$ cat src/rtl/face_vertex_bake_core_assert.svh
// Assertion macros used by face_vertex_bake_core.
`ifndef FACE_VERTEX_BAKE_CORE_ASSERT_SVH
`define FACE_VERTEX_BAKE_CORE_ASSERT_SVH

// Checked at every clock edge outside reset.
`define FVB_ASSERT(label, prop, msg) \
    label: assert property (@(posedge i_clk) disable iff (!i_rst_n) prop) else $error(msg);

// Checked at every clock edge, reset included.
`define FVB_ASSERT_ALL(label, prop, msg) \
    label: assert property (@(posedge i_clk) prop) else $error(msg);

`endif

$ cat src/rtl/fvb_pkg.sv
package fvb_pkg;

    localparam int COORD_BITS   = 20;
    localparam int CORDIC_STEPS = 16;
    localparam int ATAN_LEN     = 24;
    localparam int NSTEPS       = (CORDIC_STEPS < ATAN_LEN) ? CORDIC_STEPS : ATAN_LEN;
    localparam int CNT_W        = (NSTEPS > 1) ? $clog2(NSTEPS) : 1;
    localparam int ATAN_IW      = 5;

    localparam int CFG_W  = 60;
    localparam int CIDX_W = 3;
    localparam int POS_W  = 20;
    localparam int UV_W   = 17;
    localparam int ANG_W  = 15;
    localparam int ANGX_W = 16;

    // Rotation datapath widths.
    localparam int CSW    = 27;
    localparam int RW     = COORD_BITS + 1;
    localparam int PW     = CSW + RW;
    localparam int ROT_W  = PW + 1 - 24;
    localparam int SCW    = 26;
    localparam int MW     = ROT_W + SCW;
    localparam int RND_W  = MW + 1 - 24;
    localparam int FIN_W  = RND_W + 1;

    // Texture map widths.
    localparam int T_W    = 27;
    localparam int D_W    = 18;
    localparam int P_W    = T_W + 1 + D_W;
    localparam int PS_W   = P_W + 1;
    localparam int V_W    = PS_W - 16;
    localparam int X_W    = 28;
    localparam int M_W    = 29;
    localparam int RP_W   = X_W + M_W;
    localparam int Q0_W   = RP_W - 38;
    localparam int Q_W    = Q0_W + 1;
    localparam int R_W    = Q_W + 2;

    localparam logic [M_W-1:0]        RECIP_1000 = M_W'(274877906);
    localparam logic signed [CSW-1:0] CORDIC_GAIN = CSW'(10188013);
    localparam logic signed [SCW-1:0] SEC_22_5 = SCW'(18159528);
    localparam logic signed [SCW-1:0] SEC_45   = SCW'(23726566);
    localparam logic [31:0] SHADE_WHITE = 32'hFFFFFFFF;
    localparam logic [7:0]  ALPHA_FULL  = 8'hFF;
    localparam logic [UV_W-1:0] TEX_MAX = UV_W'(65536);

    localparam logic signed [FIN_W-1:0] PMAX =
        FIN_W'((64'sd1 <<< (COORD_BITS - 1)) - 64'sd1);
    localparam logic signed [FIN_W-1:0] PMIN = -PMAX - FIN_W'(1);

    localparam logic [1:0] AXIS_X    = 2'd0;
    localparam logic [1:0] AXIS_Y    = 2'd1;
    localparam logic [1:0] AXIS_Z    = 2'd2;
    localparam logic [1:0] AXIS_NONE = 2'd3;

    typedef enum logic [CIDX_W-1:0] {
        REG_BOX_LO, REG_BOX_HI, REG_PIVOT, REG_AXIS, REG_ANGLE, REG_RESCALE
    } t_reg_idx;

    typedef enum logic [1:0] {C_IDLE, C_LOAD, C_RUN} t_cstate;

    typedef struct packed {
        logic                  busy;
        logic signed [CSW-1:0] cos_v;
        logic signed [CSW-1:0] sin_v;
        logic signed [CSW-1:0] sin_n;
    } t_trig;

    function automatic logic [21:0] atan_deg(input logic [ATAN_IW-1:0] i);
        unique case (i)
            5'd0:  return 22'd2949120;
            5'd1:  return 22'd1740967;
            5'd2:  return 22'd919879;
            5'd3:  return 22'd466945;
            5'd4:  return 22'd234379;
            5'd5:  return 22'd117304;
            5'd6:  return 22'd58666;
            5'd7:  return 22'd29335;
            5'd8:  return 22'd14668;
            5'd9:  return 22'd7334;
            5'd10: return 22'd3667;
            5'd11: return 22'd1833;
            5'd12: return 22'd917;
            5'd13: return 22'd458;
            5'd14: return 22'd229;
            5'd15: return 22'd115;
            5'd16: return 22'd57;
            5'd17: return 22'd29;
            5'd18: return 22'd14;
            5'd19: return 22'd7;
            5'd20: return 22'd4;
            5'd21: return 22'd2;
            5'd22: return 22'd1;
            default: return 22'd0;
        endcase
    endfunction

    // Bit 2 picks high x, bit 1 high y, bit 0 high z.
    function automatic logic [2:0] corner_sel(input logic [2:0] face,
                                              input logic [1:0] corner);
        logic [11:0] row;
        unique case (face)
            3'd0: row = {3'd5, 3'd4, 3'd0, 3'd1};
            3'd1: row = {3'd6, 3'd7, 3'd3, 3'd2};
            3'd2: row = {3'd2, 3'd0, 3'd4, 3'd6};
            3'd3: row = {3'd7, 3'd5, 3'd1, 3'd3};
            3'd4: row = {3'd3, 3'd1, 3'd0, 3'd2};
            3'd5: row = {3'd6, 3'd4, 3'd5, 3'd7};
            default: row = 12'd0;
        endcase
        return row[3*corner +: 3];
    endfunction

    function automatic logic [7:0] grey(input logic [2:0] face);
        unique case (face)
            3'd0: return 8'd127;
            3'd2, 3'd3: return 8'd204;
            3'd4, 3'd5: return 8'd153;
            default: return 8'd255;
        endcase
    endfunction

    function automatic logic signed [COORD_BITS-1:0] coord(input logic [CFG_W-1:0] w,
                                                           input logic [1:0] k);
        logic [63:0] wide;
        int unsigned sh;
        wide = 64'(w);
        sh = 32'(k) * COORD_BITS;
        if (sh >= 64) begin
            return '0;
        end
        wide = wide >> sh;
        return wide[COORD_BITS-1:0];
    endfunction

endpackage

$ cat src/rtl/fvb_cordic.sv
module fvb_cordic (
    input  logic                              i_clk,
    input  logic                              i_rst_n,
    input  logic                              i_start,
    input  logic signed [fvb_pkg::ANG_W-1:0]  i_angle,
    output fvb_pkg::t_trig                    o_trig
);

    localparam int CSW = fvb_pkg::CSW;

    fvb_pkg::t_cstate r_state, n_state;
    logic signed [CSW-1:0] r_x, r_y, r_z, r_cos, r_sin, r_sin_n;
    logic signed [CSW-1:0] n_x, n_y, n_z, w_z0, w_atan;
    logic [fvb_pkg::CNT_W-1:0] r_cnt;
    logic r_neg, w_neg, w_last;
    logic signed [fvb_pkg::ANGX_W-1:0] w_a0, w_a1, w_a2;

    always_comb begin
        w_a0 = fvb_pkg::ANGX_W'(i_angle);
        if (w_a0 > 16'sd11520) begin
            w_a1 = w_a0 - 16'sd23040;
        end else if (w_a0 < -16'sd11520) begin
            w_a1 = w_a0 + 16'sd23040;
        end else begin
            w_a1 = w_a0;
        end
        w_neg = 1'b1;
        if (w_a1 > 16'sd5760) begin
            w_a2 = w_a1 - 16'sd11520;
        end else if (w_a1 < -16'sd5760) begin
            w_a2 = w_a1 + 16'sd11520;
        end else begin
            w_a2 = w_a1;
            w_neg = 1'b0;
        end
        w_z0 = CSW'(w_a2) <<< 10;
    end

    assign w_last = (r_cnt == fvb_pkg::CNT_W'(fvb_pkg::NSTEPS - 1));
    assign w_atan = CSW'(fvb_pkg::atan_deg(fvb_pkg::ATAN_IW'(r_cnt)));

    always_comb begin
        if (r_z >= 0) begin
            n_x = r_x - (r_y >>> r_cnt);
            n_y = r_y + (r_x >>> r_cnt);
            n_z = r_z - w_atan;
        end else begin
            n_x = r_x + (r_y >>> r_cnt);
            n_y = r_y - (r_x >>> r_cnt);
            n_z = r_z + w_atan;
        end
    end

    always_comb begin
        n_state = r_state;
        priority if (i_start) begin
            n_state = fvb_pkg::C_LOAD;
        end else if (r_state == fvb_pkg::C_LOAD) begin
            n_state = fvb_pkg::C_RUN;
        end else if (r_state == fvb_pkg::C_RUN && w_last) begin
            n_state = fvb_pkg::C_IDLE;
        end
    end

    always_comb begin
        o_trig.busy  = (r_state != fvb_pkg::C_IDLE) || i_start;
        o_trig.cos_v = r_cos;
        o_trig.sin_v = r_sin;
        o_trig.sin_n = r_sin_n;
    end

    always_ff @(posedge i_clk) begin
        if (!i_rst_n) begin
            r_state <= fvb_pkg::C_LOAD;
        end else begin
            r_state <= n_state;
        end
    end

    always_ff @(posedge i_clk) begin
        if (r_state == fvb_pkg::C_LOAD) begin
            r_x   <= fvb_pkg::CORDIC_GAIN;
            r_y   <= '0;
            r_z   <= w_z0;
            r_neg <= w_neg;
            r_cnt <= '0;
        end else if (r_state == fvb_pkg::C_RUN) begin
            r_x   <= n_x;
            r_y   <= n_y;
            r_z   <= n_z;
            r_cnt <= r_cnt + fvb_pkg::CNT_W'(1);
            if (w_last) begin
                r_cos   <= r_neg ? -n_x : n_x;
                r_sin   <= r_neg ? -n_y : n_y;
                r_sin_n <= r_neg ? n_y : -n_y;
            end
        end
    end

endmodule
$ cat config.mk
export PLATFORM = sky130hd
export DESIGN_NAME = fvb_cordic
export DESIGN_NICKNAME = d
export VERILOG_FILES = /design/src/rtl/face_vertex_bake_core_assert.svh /design/src/rtl/fvb_pkg.sv /design/src/rtl/fvb_cordic.sv
export SDC_FILE = /design/constraint.sdc
export NUM_CORES = 1
export LEC_CHECK = 0
export ABC_AREA = 1
export BUFFER_PORTS_ARGS = -buffer_cell sky130_fd_sc_hd__buf_2
export CAP_MARGIN = 20
export CORE_MARGIN = 5
export CORE_UTILIZATION = 30
export CTS_CLUSTER_DIAMETER = 100
export DETAILED_ROUTE_END_ITERATION = 12
export GPL_TIMING_DRIVEN = 0
export HOLD_SLACK_MARGIN = 0.12
export PLACE_DENSITY = 0.45
export SKIP_CTS_REPAIR_TIMING = 1
export SLEW_MARGIN = 20
export SYNTH_ARGS = -nofsm -noshare
export SYNTH_HDL_FRONTEND = slang
export SYNTH_SLANG_ARGS = --single-unit
$ cat constraint.sdc
create_clock -name i_clk -period 10.28 [get_ports i_clk]
set_clock_uncertainty 0.05 [all_clocks]
set_input_delay 1.028 -clock i_clk [delete_from_list [all_inputs] [get_ports i_clk]]
set_output_delay 1.028 -clock i_clk [all_outputs]
set_load 0.1 [all_outputs]
* Word level (Yosys, flattened, before mapping)
Memories as Yosys holds them, arrays and structs flattened. A register that Yosys moved wholly into a read port is not among the register bits.
Cells that the tools add are included.
W data, S select, Z words.
** Word-level totals
- Register bits after elaboration :: 169
- Bits in latches :: 0
- Memory bits (writable) :: 0
- Memory bits (read-only) :: 352
- Input port bits :: 18
- Output and inout port bits :: 82
- Word-level logic and storage cells :: 60
- Memories :: 1
** Operators by class
- Add/subtract/negate cells :: 13
- Multiply operators :: 0
- Div/mod/pow operators :: 0
- Magnitude comparators :: 5
- Equality and inequality tests :: 3
- Shifts and indexed selects :: 2
- Muxes and demuxes :: 17
- Bitwise logic cells :: 2
- Reduce and logical (&&, ||, !) cells :: 7
** Memories
- (no name shown) :: words 16, bits a word 22, rd ports 1, clocked after memory_dff 1, wr ports 0, line fvb_pkg.sv:71 : unique case (i)
** Operators by type and width (number)
- $mux W27 :: 8
- $mux W16 :: 4
- $add A27 B27 Y27 :: 2
- $neg A27 Y27 :: 2
- $sshr A27 B4 Y27 :: 2
- $sub A27 B27 Y27 :: 2
- $add A27 B23 Y27 :: 1
- $ge A27 B1 Y1 const B :: 1
- $sub A27 B23 Y27 :: 1
- $add A15 B16 Y16 const B :: 1
- $add A16 B15 Y16 const B :: 1
- $gt A16 B14 Y1 const B :: 1
- $lt A16 B14 Y1 const B :: 1
- $sub A15 B16 Y16 const B :: 1
- $sub A16 B15 Y16 const B :: 1
- $gt A15 B15 Y1 const B :: 1
- $lt A15 B15 Y1 const B :: 1
- $mux W4 :: 2
- $reduce_bool A2 Y1 :: 3
- $add A4 B1 Y4 const B :: 1
- $eq A4 B4 Y1 const B :: 1
- $mux W2 :: 2
- $reduce_and A3 Y1 :: 1
- $eq A2 B1 Y1 const B :: 1
- other kinds (6) :: 7

* Depth between registers and ports, before layout
- Depth after elaboration :: 7
- Depth in mapped cells :: 40
- Depth with buffers taken out :: 38

* Worst setup path before layout
OpenSTA, ideal clock, no wires.
- Kind :: register to register
- Start :: reg r_state[0]
- End :: reg r_cos[0], enable pin
- Setup time :: 0.520 ns
- Arrival time :: 4.528 ns
- Required time :: 9.710 ns
- Path slack :: 5.182 ns
- Cell stages (with the launch flop) :: 8
- Buffers on the path :: 1
- Clock period less this slack :: 5.098 ns
- Cell sequence :: dfxtp_1 inv_1 ha_1 buf_2 clkinv_1 nor3_1 nand2_1 nor2_1
** On the way
- Word-level cells in the longest chain between the ends :: 3
- Elaborated cells on any way between the ends :: 4
- Classes of those cells :: eq/ne: 2; bitwise: 1; reduce/logical: 1
** RTL lines
- start, declared :: line fvb_cordic.sv:11 : fvb_pkg::t_cstate r_state, n_state;
- start signal, assigned :: line fvb_cordic.sv:74 : r_state <= fvb_pkg::C_LOAD;
- start signal, assigned :: line fvb_cordic.sv:76 : r_state <= n_state;
- $eq A2 B1 Y1 :: line fvb_cordic.sv:81 : if (r_state == fvb_pkg::C_LOAD) begin
- $not A1 Y1 (no line)
- $reduce_and A3 Y1 (no line) *
- end signal, assigned :: line fvb_cordic.sv:93 : r_cos <= r_neg ? -n_x : n_x;
- end, declared :: line fvb_cordic.sv:12 : logic signed [CSW-1:0] r_x, r_y, r_z, r_cos, r_sin, r_sin_n;
Every way passes the cells marked *; elsewhere a longest branch is shown, timed or not.
A chain may end at the register's enable or synchronous reset.

* Worst setup path after layout
- Start :: reg r_cnt[1] (netlist name)
- End :: reg r_cos[26], data pin
** On the way
- Word-level cells in the longest chain between the ends :: 5
- Elaborated cells on any way between the ends :: 6
- Classes of those cells :: add/sub: 3; shift: 1; mux: 2
** RTL lines
- start, declared :: line fvb_cordic.sv:14 : logic [fvb_pkg::CNT_W-1:0] r_cnt;
- start signal, assigned :: line fvb_cordic.sv:91 : r_cnt <= r_cnt + fvb_pkg::CNT_W'(1);
- $sshr A27 B4 Y27 * :: line fvb_cordic.sv:44, fvb_cordic.sv:48
- $add A27 B27 Y27 or $sub A27 B27 Y27 (tied branches) :: line fvb_cordic.sv:48, fvb_cordic.sv:44
- $mux W27 * :: line fvb_cordic.sv:43 : if (r_z >= 0) begin
- $neg A27 Y27 :: line fvb_cordic.sv:93
- $mux W27 * :: line fvb_cordic.sv:93
Marked as above.

==> flow_summary_export.csv <==
group,metric,value,unit
clock_tree,root_buffer,"clkbuf_16",
clock_tree,cts_buffers,17,
sta,max-slew-margin-rel,0.212,
synthesis,synthesis.area,0.0184,mm^2
sta,maxSlewViolCount,0,
grt,grt_usage,0.229,
routing,wl_per_cell,20.7,um
grt,grt_max_degree,30,
power_and_ir_drop,static-leakage-power,9.78,nW
layout,seqCellArea,0.00478,mm^2
power_and_ir_drop,irDropWorstVdd,0.000134,V
setup_path,end_kind,"flip-flop",
layout,postLayoutCellArea,0.0205,mm^2
clock_tree,cts_max_level,4,
synthesis,syn-num-nets,2969,
placement,gp_congestion,1.02,
die,design.core.area,0.0605,mm^2
sta,tns,0,ns
die,initial_core_util,0.304,
routing,vias,19556,
layout,final_cells,3757,
synthesis,synthAdderAreaFrac,0.0755,
setup_path,cp.arrival,6.57,ns
routing,drtPass1Iterations,7,
die,die_h,257,um
power_and_ir_drop,total_power,3.22,mW
status,status,"finished, final reports clean",
grt,grt_antenna_before_repair,1,
layout,multi_input_area,0.0118,mm^2
routing,first_iter_violations,1615,
die,rows,90,
routing,ant_nets,0,
synthesis,ys_seq_area_frac,0.261,
synthesis,ys_types,62,
placement,dpl.hpwl,63.8,mm
layout,fillerInstances,6684,
placement,place_ws,4.17,ns
synthesis,ys_warn_count,0,
routing,wl,77.9,mm
layout,drive_gt1_frac,0.0901,
placement,dpl.cell_count,3726,
setup_path,required,10.50,ns
worst_hold_path,min-delay-path-class,"flip-flop to flip-flop",
sta,min_period_over_period,0.617,
sta,worstMarginPinSlew,1.18,ns
routing,post_drt_via_cell_ratio,5.21,
layout,nNetsFinal,3090,
synthesis,synth_top_family_by_area,"simple AND/OR/NAND/NOR gates",
synthesis,synth_xor_xnor_area_share,0.0700,
synthesis,synth-simple-area-share,0.352,
synthesis,syn_inst,2842,
clock_tree,cts.sinks,190,
power_and_ir_drop,p_per_area,158,mW/mm^2
job,maxCapViolCount,0,
clock_tree,cts_tree,"done",
sta,setup_ws,3.94,ns
setup_path,crit_fanout,10,
routing,drc,0,
sta,setup_viol,0,
sta,min_period,6.34,ns
clock_tree,clock_path_buffers,2,
synthesis,synth-seq-cells,190,
die,fp.dieW,257,um
grt,grt_pass1_wl,117,mm
sta,hold_viol,0,
layout,area_growth,11.4,%
sta,rsz0062_at_grt,"false",
grt,first_global_vias,18633,
synthesis,synthMuxAreaShare,0,
clock_tree,insertion_delay,0.52,ns
clock_tree,path_clk_slew,0.08,ns
placement,post_dp_cell_area,0.0199,mm^2
die,pin_count,100,
grt,overflow,0,
synthesis,syn_avg_cell_area,6.46,um^2
setup_path,critPathKind,"flip-flop to flip-flop",
synthesis,synth_compound_area_frac,0.144,
setup_path,critPathLaunchType,"flip-flop",
die,dieArea,0.0663,mm^2
sta,fmax,158,MHz
layout,diodes,0,
placement,portBuffers,99,
[final timing paths]
path | endpoint | from | cells past startpoint | slack (ns)
worst min-delay path | r_x[0] | r_x[0] | 2 | 0.43
worst max register to register | r_cos[26] | r_cnt[1] | 26 | 3.94
worst min register to register | r_x[0] | r_x[0] | 2 | 0.43
worst max-delay path | r_cos[26] | r_cnt[1] | 26 | 3.94
[worst max-delay path, stage by stage, from the launching register on]
cell     delay, ns
dfxtp_1       0.54
buf_4         0.25
buf_2         0.37
nand2_1       0.13
nand3_1       0.09
nand2_1       0.13
o21ai_1       0.33
ha_1          0.23
nand2_1       0.06
nor2_1        0.18
inv_1         0.12
nor3_1        0.40
nor2_1        0.10
xnor2_1       0.27
ha_1          0.33
a21oi_1       0.23
o21ai_0       0.16
a21oi_1       0.25
nand2_1       0.14
a21oi_1       0.39
o21ai_0       0.17
xor2_1        0.58
nand3_1       0.15
nand2_1       0.10
nand2_1       0.15
nand3_1       0.11
nand2_1       0.06
[layer usage]
layer  global-route usage  up-vias  part of all wire
li1                     -     9654                 -
met1                0.312     9225              0.46
met2                0.383      584              0.46
met3               0.0281       93             0.049
met4               0.0690        0             0.027
met5                    0        -                 0
[synth_stat cells, drive strengths merged]
cell type  count  area share
o211a          1     0.00055
xor2         101       0.049
nor4          21      0.0072
nor3          54       0.017
o21a           3      0.0012
a21o           9      0.0037
a211oi         1     0.00041
o21ai        220       0.062
a31o           1     0.00048
nand3b        12      0.0051
a221o          2      0.0011
ha           106       0.072
nor3b          3      0.0012
a21oi        156       0.044
o31ai          4      0.0016
clkinv         6      0.0012
inv          347       0.071
edfxtp        98        0.16
a221oi         1     0.00048
fa             3      0.0033
xnor2         39       0.021
nand3        318       0.089
or2            1     0.00034
o211ai        34       0.014
o221ai         6      0.0029
a31oi          7      0.0024
nor2         215       0.048
nand2        821        0.17
and2           3      0.0010
a21boi         3      0.0012
o311ai         1     0.00048
dfxtp         92        0.10
o22ai          7      0.0024
and3b          1     0.00048
buf           55       0.017
o21bai        11      0.0047
and3           3      0.0010
nand4         36       0.013
clkbuf        40      0.0082
[kinds of logic (layout without fill, tap and decap cells)]
kind of cell | Yosys count | count (layout)
DFF | 190 | 190
and+or+nand+nor | 1488 | 1488
buffers and inverters | 448 | 581
AOI/OAI and AO/OA | 467 | 467
xor gates and xnor gates | 140 | 140
adders and majority gates | 109 | 109
[through the flow]
| stage | utilization | hold slack (ns) |
|---|---|---|
| after floorplan | - | 0.393 |
| after global placement | 0.328 | 0.407 |
| final | 0.338 | 0.434 |
| after global routing | 0.338 | 0.464 |
| after CTS | 0.338 | 0.437 |
| after detailed placement | 0.329 | 0.418 |
[area by class of cell]
cell class | instances | area share
buffer | 95 | 0.0227
clock buffer | 17 | 0.0208
clock inverter | 14 | 0.00599
inverter | 353 | 0.0649
multi-input combinational | 2204 | 0.577
sequential | 190 | 0.234
tap | 782 | 0.0478
timing repair buffer | 102 | 0.0272
[placed cells by master, fill, tap and decap left out, types with 10 or more instances in the layout]
| cell | n |
|---|---|
| nor2_1 | 193 |
| ha_1 | 106 |
| o211ai_1 | 34 |
| o21bai_1 | 10 |
| inv_1 | 330 |
| xor2_1 | 98 |
| nor2_2 | 16 |
| o21ai_1 | 31 |
| edfxtp_1 | 98 |
| buf_1 | 17 |
| clkbuf_1 | 39 |
| nand3_1 | 311 |
| nand4_1 | 35 |
| a21oi_1 | 149 |
| nor3_1 | 48 |
| o21ai_0 | 179 |
| xnor2_1 | 34 |
| nand3b_1 | 11 |
| nand2_2 | 14 |
| buf_2 | 122 |
| dfxtp_1 | 92 |
| clkbuf_16 | 17 |
| nand2_1 | 806 |
| inv_2 | 16 |
| nor4_1 | 21 |
[state kept, by name (all words and copies together) (netlist names), 2 cells and up]
name / cells
r_cnt: 4
r_cos: 27
r_sin: 27
r_sin_n: 26
r_state: 2
r_x: 27
r_y: 27
r_z: 27
w_atan: 22
[report_power, final]
| part | internal (mW) | switching (mW) |
|---|---|---|
| Combinational | 0.482 | 1.20 |
| Clock | 0.316 | 0.352 |
| Sequential | 0.864 | 0.0150 |
Note: power is estimated with default switching activity, not from simulation.
